===== config.mk =====
export PLATFORM = sky130hd
export DESIGN_NAME = ps2_mouse_packet_decoder
export DESIGN_NICKNAME = d
export VERILOG_FILES = /design/src/hw/rtl/ps2md_pkg.sv /design/src/hw/rtl/ps2md_in_reg.sv /design/src/hw/rtl/ps2md_core.sv /design/src/hw/rtl/ps2md_out_reg.sv /design/src/hw/rtl/ps2_mouse_packet_decoder.sv
export VERILOG_INCLUDE_DIRS = /design/src /design/src/hw/rtl
export SDC_FILE = /design/constraint.sdc
export NUM_CORES = 1
export LEC_CHECK = 0
export ABC_AREA = 1
export BUFFER_PORTS_ARGS = -buffer_cell sky130_fd_sc_hd__clkbuf_2
export CAP_MARGIN = 30
export CORE_AREA = 3 3 153 155
export CTS_BUF_LIST = sky130_fd_sc_hd__clkbuf_16
export CTS_CLUSTER_SIZE = 8
export DETAILED_ROUTE_END_ITERATION = 12
export DIE_AREA = 0 0 156 158
export HOLD_SLACK_MARGIN = 0.03
export PLACE_DENSITY = 0.59
export REMOVE_ABC_BUFFERS = 1
export SLEW_MARGIN = 10
export SYNTH_ARGS = -nofsm -noshare
export SYNTH_HDL_FRONTEND = slang
export SYNTH_HIERARCHICAL = 1
export SYNTH_SLANG_ARGS = --single-unit

===== constraint.sdc =====
create_clock -name clk_i -period 4.8 [get_ports clk_i]
set_clock_uncertainty 0.1 [all_clocks]
set_input_delay 0.48 -clock clk_i [delete_from_list [all_inputs] [get_ports clk_i]]
set_output_delay 0.48 -clock clk_i [all_outputs]
set_load 0.005 [all_outputs]

===== src/hw/rtl/ps2_mouse_packet_decoder_assert.svh =====
// Assertion macros shared by the PS/2 mouse packet decoder RTL.
// Included by modules that carry concurrent checks; depends on nothing else.
`ifndef PS2_MOUSE_PACKET_DECODER_ASSERT_SVH
`define PS2_MOUSE_PACKET_DECODER_ASSERT_SVH

// Same-cycle implication, disabled while reset is asserted.
`define PS2MD_ASSERT_NOW(lbl, clk, rstn, ante, cons) \
  lbl: assert property (@(posedge clk) disable iff (!rstn) (ante) |-> (cons)) \
    else $error("ps2md check failed");

// Next-cycle implication, disabled while reset is asserted.
`define PS2MD_ASSERT_NEXT(lbl, clk, rstn, ante, cons) \
  lbl: assert property (@(posedge clk) disable iff (!rstn) (ante) |=> (cons)) \
    else $error("ps2md check failed");

`endif


===== src/hw/rtl/ps2md_pkg.sv =====
// Shared types and constants of the PS/2 mouse packet decoder.
// Used by every module of the block; depends on nothing else.
`default_nettype none

package ps2md_pkg;

  localparam int CoordBitsDefault = 12;
  localparam int FieldW           = 12;
  localparam int ByteW            = 8;
  localparam int CfgIdxW          = 2;
  localparam int CfgDataW         = 12;
  localparam int OutTdataW        = 32;

  localparam logic [FieldW-1:0] ResetWidth  = 12'd640;
  localparam logic [FieldW-1:0] ResetHeight = 12'd480;

  // Configuration register indexes.
  localparam logic [CfgIdxW-1:0] RegFourByteMode = 2'd0;
  localparam logic [CfgIdxW-1:0] RegScreenWidth  = 2'd1;
  localparam logic [CfgIdxW-1:0] RegScreenHeight = 2'd2;

  // Position of the next byte inside a packet.
  localparam logic [1:0] PosFlag   = 2'd0;
  localparam logic [1:0] PosXDelta = 2'd1;
  localparam logic [1:0] PosYDelta = 2'd2;
  localparam logic [1:0] PosWheel  = 2'd3;

  typedef struct packed {
    logic             valid;
    logic [ByteW-1:0] data;
  } ps2md_in_t;

  typedef struct packed {
    logic              applied;
    logic              middle;
    logic              right;
    logic              left;
    logic [FieldW-1:0] cursor_y;
    logic [FieldW-1:0] cursor_x;
  } ps2md_result_t;

endpackage

`default_nettype wire


===== src/hw/rtl/ps2md_in_reg.sv =====
// Input register stage of the PS/2 mouse packet decoder.
// Holds one accepted byte until the core consumes it; depends on ps2md_pkg.
`default_nettype none

module ps2md_in_reg (
  input  wire                     clk_i,
  input  wire                     rst_ni,
  input  wire                     s_axis_tvalid,
  output logic                    s_axis_tready,
  input  wire [ps2md_pkg::ByteW-1:0] s_axis_tdata,  // [7:0] data_byte
  input  wire                     take_i,
  output ps2md_pkg::ps2md_in_t    in_o
);
  import ps2md_pkg::*;

  logic             valid_q, valid_d;
  logic [ByteW-1:0] data_q, data_d;
  logic             s_fire;

  // The stage can refill in the same cycle that its byte moves on.
  assign s_axis_tready = !valid_q || take_i;
  assign s_fire        = s_axis_tvalid && s_axis_tready;

  always_comb begin
    valid_d = valid_q;
    data_d  = data_q;
    if (s_fire) begin
      valid_d = 1'b1;
      data_d  = s_axis_tdata;
    end else if (take_i) begin
      valid_d = 1'b0;
    end
  end

  always_ff @(posedge clk_i or negedge rst_ni) begin
    if (!rst_ni) begin
      valid_q <= 1'b0;
    end else begin
      valid_q <= valid_d;
    end
  end

  always_ff @(posedge clk_i) begin
    data_q <= data_d;
  end

  assign in_o.valid = valid_q;
  assign in_o.data  = data_q;

endmodule

`default_nettype wire


===== src/hw/rtl/ps2md_core.sv =====
// Packet assembly, validity checks and cursor update of the decoder.
// Holds configuration and cursor state; depends on ps2md_pkg and the assert macros.
`default_nettype none
`include "ps2_mouse_packet_decoder_assert.svh"

module ps2md_core #(
  parameter int COORD_BITS = ps2md_pkg::CoordBitsDefault
) (
  input  wire                          clk_i,
  input  wire                          rst_ni,
  input  wire                          cfg_we_i,
  input  wire [ps2md_pkg::CfgIdxW-1:0]  cfg_index_i,
  input  wire [ps2md_pkg::CfgDataW-1:0] cfg_wdata_i,
  input  ps2md_pkg::ps2md_in_t         in_i,
  input  wire                          take_i,
  output logic                         res_valid_o,
  output ps2md_pkg::ps2md_result_t     res_o
);
  import ps2md_pkg::*;

  // Working width for signed position arithmetic and bound compares.
  localparam int SW = (COORD_BITS + 2 > 14) ? COORD_BITS + 2 : 14;
  localparam logic [COORD_BITS-1:0] CoordMax = '1;

  logic                  mode_q, mode_d;
  logic [FieldW-1:0]     sw_q, sw_d;
  logic [FieldW-1:0]     sh_q, sh_d;
  logic [1:0]            pos_q, pos_d;
  logic [ByteW-1:0]      flag_q, flag_d;
  logic [ByteW-1:0]      xd_q, xd_d;
  logic [ByteW-1:0]      yd_q, yd_d;
  logic [COORD_BITS-1:0] px_q, px_d;
  logic [COORD_BITS-1:0] py_q, py_d;
  logic [2:0]            btn_q, btn_d;

  logic                  done;
  logic                  applied;
  logic [ByteW-1:0]      y_byte;
  logic signed [SW-1:0]  dx, dy, nx, ny;
  logic                  x_ok, y_ok;
  logic [COORD_BITS-1:0] px_pkt, py_pkt;
  logic [2:0]            btn_pkt;
  logic [SW-1:0]         px_ext, py_ext;

  // A packet completes on the Y delta byte in 3-byte mode (also when the
  // mode was switched off mid-packet) and on the wheel byte in 4-byte mode.
  assign done = in_i.valid && (pos_q[1] && !(mode_q && pos_q == PosYDelta));
  assign y_byte = mode_q ? yd_q : in_i.data;

  assign applied = !(flag_q[7] || flag_q[6]) &&
                   !(mode_q && (in_i.data[7] || in_i.data[6]));

  assign dx = SW'(signed'({flag_q[4], xd_q}));
  assign dy = SW'(signed'({flag_q[5], y_byte}));
  assign nx = signed'(SW'(px_q)) + dx;
  assign ny = signed'(SW'(py_q)) - dy;

  assign x_ok = (nx > 0) && (nx <= signed'(SW'(sw_q))) &&
                (nx <= signed'(SW'(CoordMax)));
  assign y_ok = (ny > 0) && (ny <= signed'(SW'(sh_q))) &&
                (ny <= signed'(SW'(CoordMax)));

  assign px_pkt  = (applied && x_ok) ? nx[COORD_BITS-1:0] : px_q;
  assign py_pkt  = (applied && y_ok) ? ny[COORD_BITS-1:0] : py_q;
  assign btn_pkt = applied ? flag_q[2:0] : btn_q;

  always_comb begin
    mode_d = mode_q;
    sw_d   = sw_q;
    sh_d   = sh_q;
    pos_d  = pos_q;
    flag_d = flag_q;
    xd_d   = xd_q;
    yd_d   = yd_q;
    px_d   = px_q;
    py_d   = py_q;
    btn_d  = btn_q;

    if (take_i && in_i.valid) begin
      case (pos_q)
        PosFlag: begin
          // Resync: a first byte without the always-set bit is dropped.
          if (in_i.data[3]) begin
            flag_d = in_i.data;
            pos_d  = PosXDelta;
          end
        end
        PosXDelta: begin
          xd_d  = in_i.data;
          pos_d = PosYDelta;
        end
        PosYDelta, PosWheel: begin
          if (mode_q && pos_q == PosYDelta) begin
            yd_d  = in_i.data;
            pos_d = PosWheel;
          end else begin
            if (!mode_q) begin
              yd_d = in_i.data;
            end
            pos_d = PosFlag;
            px_d  = px_pkt;
            py_d  = py_pkt;
            btn_d = btn_pkt;
          end
        end
        default: begin
          pos_d = PosFlag;
        end
      endcase
    end

    if (cfg_we_i) begin
      case (cfg_index_i)
        RegFourByteMode: mode_d = cfg_wdata_i[0];
        RegScreenWidth: begin
          sw_d = cfg_wdata_i[FieldW-1:0];
          px_d = COORD_BITS'(cfg_wdata_i[FieldW-1:1]);
        end
        RegScreenHeight: begin
          sh_d = cfg_wdata_i[FieldW-1:0];
          py_d = COORD_BITS'(cfg_wdata_i[FieldW-1:1]);
        end
        default: begin
          mode_d = mode_q;
        end
      endcase
    end
  end

  always_ff @(posedge clk_i or negedge rst_ni) begin
    if (!rst_ni) begin
      mode_q <= 1'b0;
      sw_q   <= ResetWidth;
      sh_q   <= ResetHeight;
      pos_q  <= PosFlag;
      flag_q <= '0;
      xd_q   <= '0;
      yd_q   <= '0;
      px_q   <= COORD_BITS'(ResetWidth[FieldW-1:1]);
      py_q   <= COORD_BITS'(ResetHeight[FieldW-1:1]);
      btn_q  <= '0;
    end else begin
      mode_q <= mode_d;
      sw_q   <= sw_d;
      sh_q   <= sh_d;
      pos_q  <= pos_d;
      flag_q <= flag_d;
      xd_q   <= xd_d;
      yd_q   <= yd_d;
      px_q   <= px_d;
      py_q   <= py_d;
      btn_q  <= btn_d;
    end
  end

  assign px_ext = SW'(px_pkt);
  assign py_ext = SW'(py_pkt);

  assign res_valid_o      = done;
  assign res_o.cursor_x   = px_ext[FieldW-1:0];
  assign res_o.cursor_y   = py_ext[FieldW-1:0];
  assign res_o.left       = btn_pkt[0];
  assign res_o.right      = btn_pkt[1];
  assign res_o.middle     = btn_pkt[2];
  assign res_o.applied    = applied;

  `PS2MD_ASSERT_NOW(a_done_late_pos, clk_i, rst_ni, done, pos_q[1])
  `PS2MD_ASSERT_NEXT(a_discard_holds, clk_i, rst_ni,
      take_i && done && !applied && !cfg_we_i, $stable(px_q) && $stable(py_q))
  `PS2MD_ASSERT_NEXT(a_resync_drop, clk_i, rst_ni,
      take_i && in_i.valid && pos_q == PosFlag && !in_i.data[3], pos_q == PosFlag)

endmodule

`default_nettype wire


===== src/hw/rtl/ps2md_out_reg.sv =====
// Result register of the PS/2 mouse packet decoder.
// Holds one result until the master side takes it; depends on ps2md_pkg.
`default_nettype none

module ps2md_out_reg (
  input  wire                            clk_i,
  input  wire                            rst_ni,
  input  wire                            load_i,
  input  ps2md_pkg::ps2md_result_t       res_i,
  output logic                           full_o,
  output logic                           m_axis_tvalid,
  input  wire                            m_axis_tready,
  // [11:0] cursor_x, [23:12] cursor_y, [24] left_button, [25] right_button,
  // [26] middle_button, [31:27] zero
  output logic [ps2md_pkg::OutTdataW-1:0] m_axis_tdata,
  output logic                           m_axis_tuser  // [0] packet_applied
);
  import ps2md_pkg::*;

  logic          valid_q, valid_d;
  ps2md_result_t res_q, res_d;

  always_comb begin
    valid_d = valid_q;
    res_d   = res_q;
    if (load_i) begin
      valid_d = 1'b1;
      res_d   = res_i;
    end else if (m_axis_tready) begin
      valid_d = 1'b0;
    end
  end

  always_ff @(posedge clk_i or negedge rst_ni) begin
    if (!rst_ni) begin
      valid_q <= 1'b0;
    end else begin
      valid_q <= valid_d;
    end
  end

  always_ff @(posedge clk_i) begin
    res_q <= res_d;
  end

  assign full_o        = valid_q;
  assign m_axis_tvalid = valid_q;
  assign m_axis_tdata  = {5'd0, res_q.middle, res_q.right, res_q.left,
                          res_q.cursor_y, res_q.cursor_x};
  assign m_axis_tuser  = res_q.applied;

endmodule

`default_nettype wire


===== src/hw/rtl/ps2_mouse_packet_decoder.sv =====
// Top level of the PS/2 mouse packet decoder.
// Instantiates ps2md_in_reg, ps2md_core and ps2md_out_reg; depends on ps2md_pkg.
`default_nettype none

// The decoder takes one raw mouse byte per transaction and may accept a byte
// in every clock cycle. Each accepted byte is held in the input register,
// then the core gathers it into a 3-byte or 4-byte packet and, on the
// completing byte, updates the buttons and cursor and loads one result into
// the output register, from which the master side sees it. The only stall
// comes from a result left waiting on the master side: the input register
// then holds its byte until the result register can move. Configuration
// writes take effect at the clock edge of the write; a screen size write
// also re-centers that axis.

module ps2_mouse_packet_decoder #(
  parameter int COORD_BITS = ps2md_pkg::CoordBitsDefault
) (
  input  wire                            clk_i,
  input  wire                            rst_ni,
  input  wire                            cfg_we_i,
  input  wire [ps2md_pkg::CfgIdxW-1:0]    cfg_index_i,
  input  wire [ps2md_pkg::CfgDataW-1:0]   cfg_wdata_i,
  input  wire                            s_axis_tvalid,
  output logic                           s_axis_tready,
  input  wire [ps2md_pkg::ByteW-1:0]      s_axis_tdata,  // [7:0] data_byte
  output logic                           m_axis_tvalid,
  input  wire                            m_axis_tready,
  // [11:0] cursor_x, [23:12] cursor_y, [24] left_button, [25] right_button,
  // [26] middle_button, [31:27] zero
  output logic [ps2md_pkg::OutTdataW-1:0] m_axis_tdata,
  output logic                           m_axis_tuser  // [0] packet_applied
);
  import ps2md_pkg::*;

  ps2md_in_t     in_s;
  ps2md_result_t res_s;
  logic          res_valid;
  logic          out_full;
  logic          take;

  // The held byte moves on when the result register is free or draining.
  assign take = in_s.valid && (!out_full || m_axis_tready);

  ps2md_in_reg u_in_reg (
    .clk_i         (clk_i),
    .rst_ni        (rst_ni),
    .s_axis_tvalid (s_axis_tvalid),
    .s_axis_tready (s_axis_tready),
    .s_axis_tdata  (s_axis_tdata),
    .take_i        (take),
    .in_o          (in_s)
  );

  ps2md_core #(
    .COORD_BITS (COORD_BITS)
  ) u_core (
    .clk_i       (clk_i),
    .rst_ni      (rst_ni),
    .cfg_we_i    (cfg_we_i),
    .cfg_index_i (cfg_index_i),
    .cfg_wdata_i (cfg_wdata_i),
    .in_i        (in_s),
    .take_i      (take),
    .res_valid_o (res_valid),
    .res_o       (res_s)
  );

  ps2md_out_reg u_out_reg (
    .clk_i         (clk_i),
    .rst_ni        (rst_ni),
    .load_i        (take && res_valid),
    .res_i         (res_s),
    .full_o        (out_full),
    .m_axis_tvalid (m_axis_tvalid),
    .m_axis_tready (m_axis_tready),
    .m_axis_tdata  (m_axis_tdata),
    .m_axis_tuser  (m_axis_tuser)
  );

endmodule

`default_nettype wire


# After elaboration in Yosys (flattened, before gate mapping)
# Cells that the tools add are included.
[word_totals]
reg_bits = 116
in_bits = 27
output_inout_bits = 35
wordCells = 93
[classes]
n_addsub = 2
order_cmp = 6
n_eq_ne = 6
muxes = 22
bitwise_logic = 1
reduce_logical = 37
[op_table]
columns = ["operator", "count"]
rows = [
  ["$mux W12", 12],
  ["$gt A14 B1 Y1 const B", 2],
  ["$le A14 B13 Y1", 2],
  ["$le A14 B13 Y1 const B", 2],
  ["$mux W8", 2],
  ["$logic_and A1 B1 Y1", 15],
  ["$add A13 B9 Y14", 1],
  ["$sub A13 B9 Y14", 1],
  ["$reduce_and A2 Y1", 6],
  ["$eq A2 B2 Y1 const B", 3],
  ["$pmux W2 S3", 1],
  ["$reduce_and A3 Y1", 2],
  ["$logic_not A1 Y1", 5],
  ["$eq A2 B1 Y1 const B", 2],
  ["$logic_not A2 Y1", 2],
  ["$logic_or A1 B1 Y1", 4],
  ["$mux W1", 4],
  ["$mux W2", 2],
  ["$reduce_bool A2 Y1", 2],
  ["$mux W3", 1],
  ["$ne A2 B2 Y1 const B", 1],
  ["$reduce_or A2 Y1", 1],
  ["$not A1 Y1", 1],
]

# Longest topological paths before layout
[logic_depth]
word_depth = 12
depth_mapped = 32
mapped_depth_nobuf = 30

# By module
# The synthesis kept the hierarchy.
[by_module_without_submodules]
columns = ["mod", "instances", "cells_each", "area_per_inst_um2", "seq_area_each_um2"]
rows = [
  ["ps2md_core", 1, 867, 6008.3, 1941.9],
  ["ps2md_out_reg", 1, 40, 929.6, 865.8],
  ["ps2md_in_reg", 1, 15, 292.8, 265.3],
  ["ps2_mouse_packet_decoder", 1, 6, 30.0, 0.0],
]

# Worst setup path before layout
# No wires, ideal clock.
[synth_timing]
path_type = "register to register"
from = "reg u_core.mode_q"
to = "reg u_out_reg.res_q, in the netlist u_out_reg/m_axis_tdata[15], data pin"
arrival_ns = 3.301
slack_ns = 1.146
path_stages_with_launch = 30
synth_period_minus_slack_ns = 3.654
cell_sequence = "dfrtp_1 > clkbuf_1 > clkbuf_1 > o21ai_0 > inv_1 > ha_1 > inv_1 > fa_1 > nand3_1 > nand3_1 > xnor2_1 > inv_1 > ha_1 > nand2_1 > inv_1 > nand2_1 > nand3_1 > nand2_1 > nand2_1 > nand2_1 > nand2_1 > nand2_1 > nand2_1 > nand2_1 > nand2_2 > nand2_4 > nand2_4 > buf_12 > nand2_2 > nand2_1"
[synth_rtl]
columns = ["element", "line", "rtl"]
rows = [
  ["start: declaration", "ps2md_core.sv:25", "logic mode_q, mode_d;"],
  ["start signal: assignment", "ps2md_core.sv:143", "mode_q <= mode_d;"],
  ["end signal: assignment", "ps2md_out_reg.sv:43", "res_q <= res_d;"],
  ["end: declaration", "ps2md_out_reg.sv:21", "ps2md_result_t res_q, res_d;"],
]

# Worst setup path after layout
[layout_timing]
from = "reg u_core.mode_q"
to = "reg u_core.py_q[1]"
[layout_between]
elab_chain_cells = 12
[layout_rtl]
columns = ["element", "line", "rtl"]
rows = [
  ["$mux W8", "-", ""],
  ["$sub A13 B9 Y14", "ps2md_core.sv:56", "assign ny = signed'(SW'(py_q)) - dy;"],
  ["$gt A14 B1 Y1 or $le A14 B13 Y1 (tied branches)", "ps2md_core.sv:60", "assign y_ok = (ny > 0) && (ny <= signed'(SW'(sh_q))) &&"],
  ["$logic_and A1 B1 Y1 (2 in a row)", "ps2md_core.sv:60", ""],
  ["$logic_and A1 B1 Y1", "ps2md_core.sv:64", "assign py_pkt = (applied && y_ok) ? ny[COORD_BITS-1:0] : py_q;"],
  ["$mux W12", "ps2md_core.sv:64", ""],
  ["$mux W12 (*)", "ps2md_core.sv:93", "if (mode_q && pos_q == PosYDelta) begin"],
  ["$mux W12 (*)", "ps2md_core.sv:80", "case (pos_q)"],
  ["$mux W12 (*)", "ps2md_core.sv:79", "if (take_i && in_i.valid) begin"],
  ["$mux W12", "ps2md_core.sv:113", "case (cfg_index_i)"],
  ["$mux W12 (*)", "ps2md_core.sv:112", "if (cfg_we_i) begin"],
  ["net u_core.py_d[1]", "ps2md_core.sv:33", "logic [COORD_BITS-1:0] py_q, py_d;"],
  ["end signal: assignment", "ps2md_core.sv:140", "py_q <= COORD_BITS'(ResetHeight[FieldW-1:1]);"],
  ["end signal: assignment", "ps2md_core.sv:151", "py_q <= py_d;"],
  ["end: declaration", "ps2md_core.sv:33", ""],
]
# The timed path passes the listed nets; every way through them passes the cells marked *.
# A chain may end at the register's enable or synchronous reset.

==> flow_summary.ini <==
[clocking]
cts-resized-gates = 0
clk_pin_slew_ps = 60
cts_made_buffers = 17
cts_max_level = 4
clockBufferDepth = 2
cts_tree = done
clock_latency_ps = 410
cts_setup_buffers = 0
cts.sinks = 115
cts.root.buffer_cell = clkbuf_16
ctsHoldBuffers = 1

[global_route]
grt_overflow = 0
grt_max_degree = 62
grt_usage_pct = 15.40
grt_pass1_wl_um = 29530
grt_pass1_vias = 5727
grt_antenna_before_repair = 0

[timing]
max-slew-margin-rel_pct = 47.47
hold_viol = 0
drv_slew = 0
setup_viol = 0
tightest_slew_ps = 788.0
post-route-period-util_pct = 83.17
fin_crit_ps = 3992
finalSetupTns_ps = 0
max_freq_mhz = 250.5
rsz0062_at_grt = false

[die]
coreArea_um2 = 21960
design.die.area_um2 = 24650
ioPinCount = 62
rows = 54
die_x_um = 156
die_y_um = 158
start_util_pct = 33.07

[synthesis]
synth_top_area_share_pct = 23.09
yosys_warnings = 6
syn_inst = 928
synth.largest_area_cell = dfrtp_1
syn_area_um2 = 7261
synth_cell_types = 42
ys.flop_type = dfrtp_1
avgSynthCellArea_um2 = 7.824
yosysSeqAreaShare_pct = 42.32
ys_seq_elements = 115
synth.area.top_cells = dfrtp_1 23%, edfxtp_1 15%, nand2_1 13%, ha_1 8.4%, inv_1 6.6%
synth_edf_count = 36
async_flop_share_pct = 68.70

[place]
place_inst = 1244
place_congestion = 0.8772
placed_area_um2 = 7804
hpwl_um = 13770
port_buffers = 56

[critical_path]
cp-end-kind = flop
critical_path_arrival_ps = 4190
slowest_stage = dfrtp_1
critical_path_class = flop to flop
critPathLaunchType = flop
max_stage_delay_ps = 610
cp.required_ps = 4990
cp_max_fo = 18
cpMostUsedCell = nand2_1

[layout]
drive_above_1_share_pct = 16.72
final_cells = 1279
post-route-util_pct = 38.36
area.growth.synth_to_final_pct = 16.01
design_area_um2 = 8423
final_net_count = 1064
n_antenna_cell = 0
fill_cells = 2230

[routing]
drc = 0
num_vias = 5984
wl_met2_um = 8746
wl_met3_um = 742
wl_um = 18220
route.detailed.wl_per_inst_um = 14.25
via_per_inst = 4.679
ant_nets = 0
highest_layer = met4
drt_iter0_markers = 358
firstDrtPassIters = 6
drt-met1-wl_um = 8343

[power]
power.density_nw_per_um2 = 825.0
p_leak_uw = 0.004265
ir_worst_vdd_mv = 0.2786
power_uw = 6949

[flow_run]
max_cap_viol_count = 0

[min_path]
hold_path.class = input port to flop

[status]
status = finished clean
-- metrics by stage --
step / hold WS [ps] / setup WS [ps]
after floorplan: 84.41 / 1356
after global placement: 372.5 / 1035
after detailed placement: 295.4 / 842.2
after CTS: 122.8 / 820.9
after global routing: 117.4 / 369.7
final: 145.5 / 807.6
-- per-layer routing --
metal  up-vias  global-route usage (%)
met5         -                       0
met4         0                   5.467
met3        27                   3.882
met2       124                   25.18
met1      2748                   19.88
li1       3085                       -
-- flip-flops by register name (all words and copies together), names as in the netlist --
| register | flops |
|---|---|
| u_in_reg/valid_q | 1 |
| u_in_reg/data_q | 8 |
| u_core/px_q | 12 |
| u_core/sw_q | 12 |
| u_core/flag_q | 7 |
| u_core/yd_q | 8 |
| u_core/xd_q | 8 |
| u_core/mode_q | 1 |
| u_core/py_q | 12 |
| u_core/btn_q | 3 |
| u_out_reg/m_axis_tuser | 1 |
| u_core/pos_q | 2 |
| u_out_reg/m_axis_tdata | 27 |
| u_out_reg/full_o | 1 |
| u_core/sh_q | 12 |
-- path summary, 6_finish.rpt --
path	start	to	slack, ps	cells after the start
max	u_core/mode_q$_DFFE_PN0P_	u_core/py_q[1]$_DFF_PN0_	810	28
min	s_axis_tdata[6]	u_in_reg/data_q[6]$_DFFE_PP_	150	1
max reg2reg	u_core/mode_q$_DFFE_PN0P_	u_core/py_q[1]$_DFF_PN0_	810	28
min reg2reg	u_core/flag_q[1]$_DFFE_PN0P_	u_core/flag_q[1]$_DFFE_PN0P_	390	2
max in group asynchronous	rst_ni	u_core/sh_q[7]$_DFFE_PN1P_	3540	3
min in group asynchronous	rst_ni	u_core/mode_q$_DFFE_PN0P_	400	2
-- kinds of logic after synthesis --
logic type	Yosys count	share of synthesized area [%]
other	1	0.05165
adder cells (fa/ha/maj)	51	8.995
flip-flops	115	42.32
AO/OA/AOI/OAI	109	8.358
buffers and inverters	163	9.478
AND/OR/NAND/NOR	475	28.90
XOR/XNOR	14	1.896
-- cell type report --
| cell class | count | area [um^2] | share of cell area (%) |
|---|---|---|---|
| flip-flops and latches | 115 | 3073 | 36.48 |
| repair buffers | 66 | 412.9 | 4.902 |
| well taps | 280 | 350.3 | 4.159 |
| multi-input cells | 654 | 3530 | 41.90 |
| clock buffers | 20 | 500.5 | 5.942 |
| clock inverters | 12 | 61.31 | 0.7279 |
| inverters | 132 | 495.5 | 5.882 |
-- critical path, delay by kind of cell, from the launching register on --
family | cells | cell delay [ps]
flops | 1 | 610
compound gates | 1 | 150
simple gates | 20 | 1600
buf+inv | 3 | 260
fa+ha+maj | 3 | 880
xor+xnor | 1 | 230
-- cells in the final DEF, fill, tap and decap left out, types with 6 or more instances in the layout --
cell type	netlist	layout
nand2_2	34	34
clkbuf_2	0	55
xor2_1	8	8
o211ai_1	9	9
nand4_1	9	9
ha_1	49	49
buf_4	11	7
dfrtp_1	67	67
nor2_1	73	73
o21ai_0	62	62
edfxtp_1	36	36
inv_1	128	131
nand2_1	253	253
nand3_1	77	77
nor2_2	8	7
dfstp_2	12	12
clkbuf_16	0	20
a21oi_1	24	24
nand3_2	6	6
-- power by group --
part	leakage (uW)	internal, uW	switching, uW
Combinational	0.00269	1450	2570
Clock	0.000293	738	441
Sequential	0.00128	1480	277
-- synthesized netlist by cell type (all sizes together), types with 2 or more instances --
library cell,count
fa,2
ha,49
xor2,10
o21ai,62
nand3,83
buf,17
edfxtp,36
o21bai,6
nand3b,2
inv,131
nand2,289
xnor2,4
dfrtp,67
clkbuf,14
nor2,82
nand4,9
nor3,9
o211ai,9
a21oi,26
dfstp,12
Power figures use the tool's default switching activity.
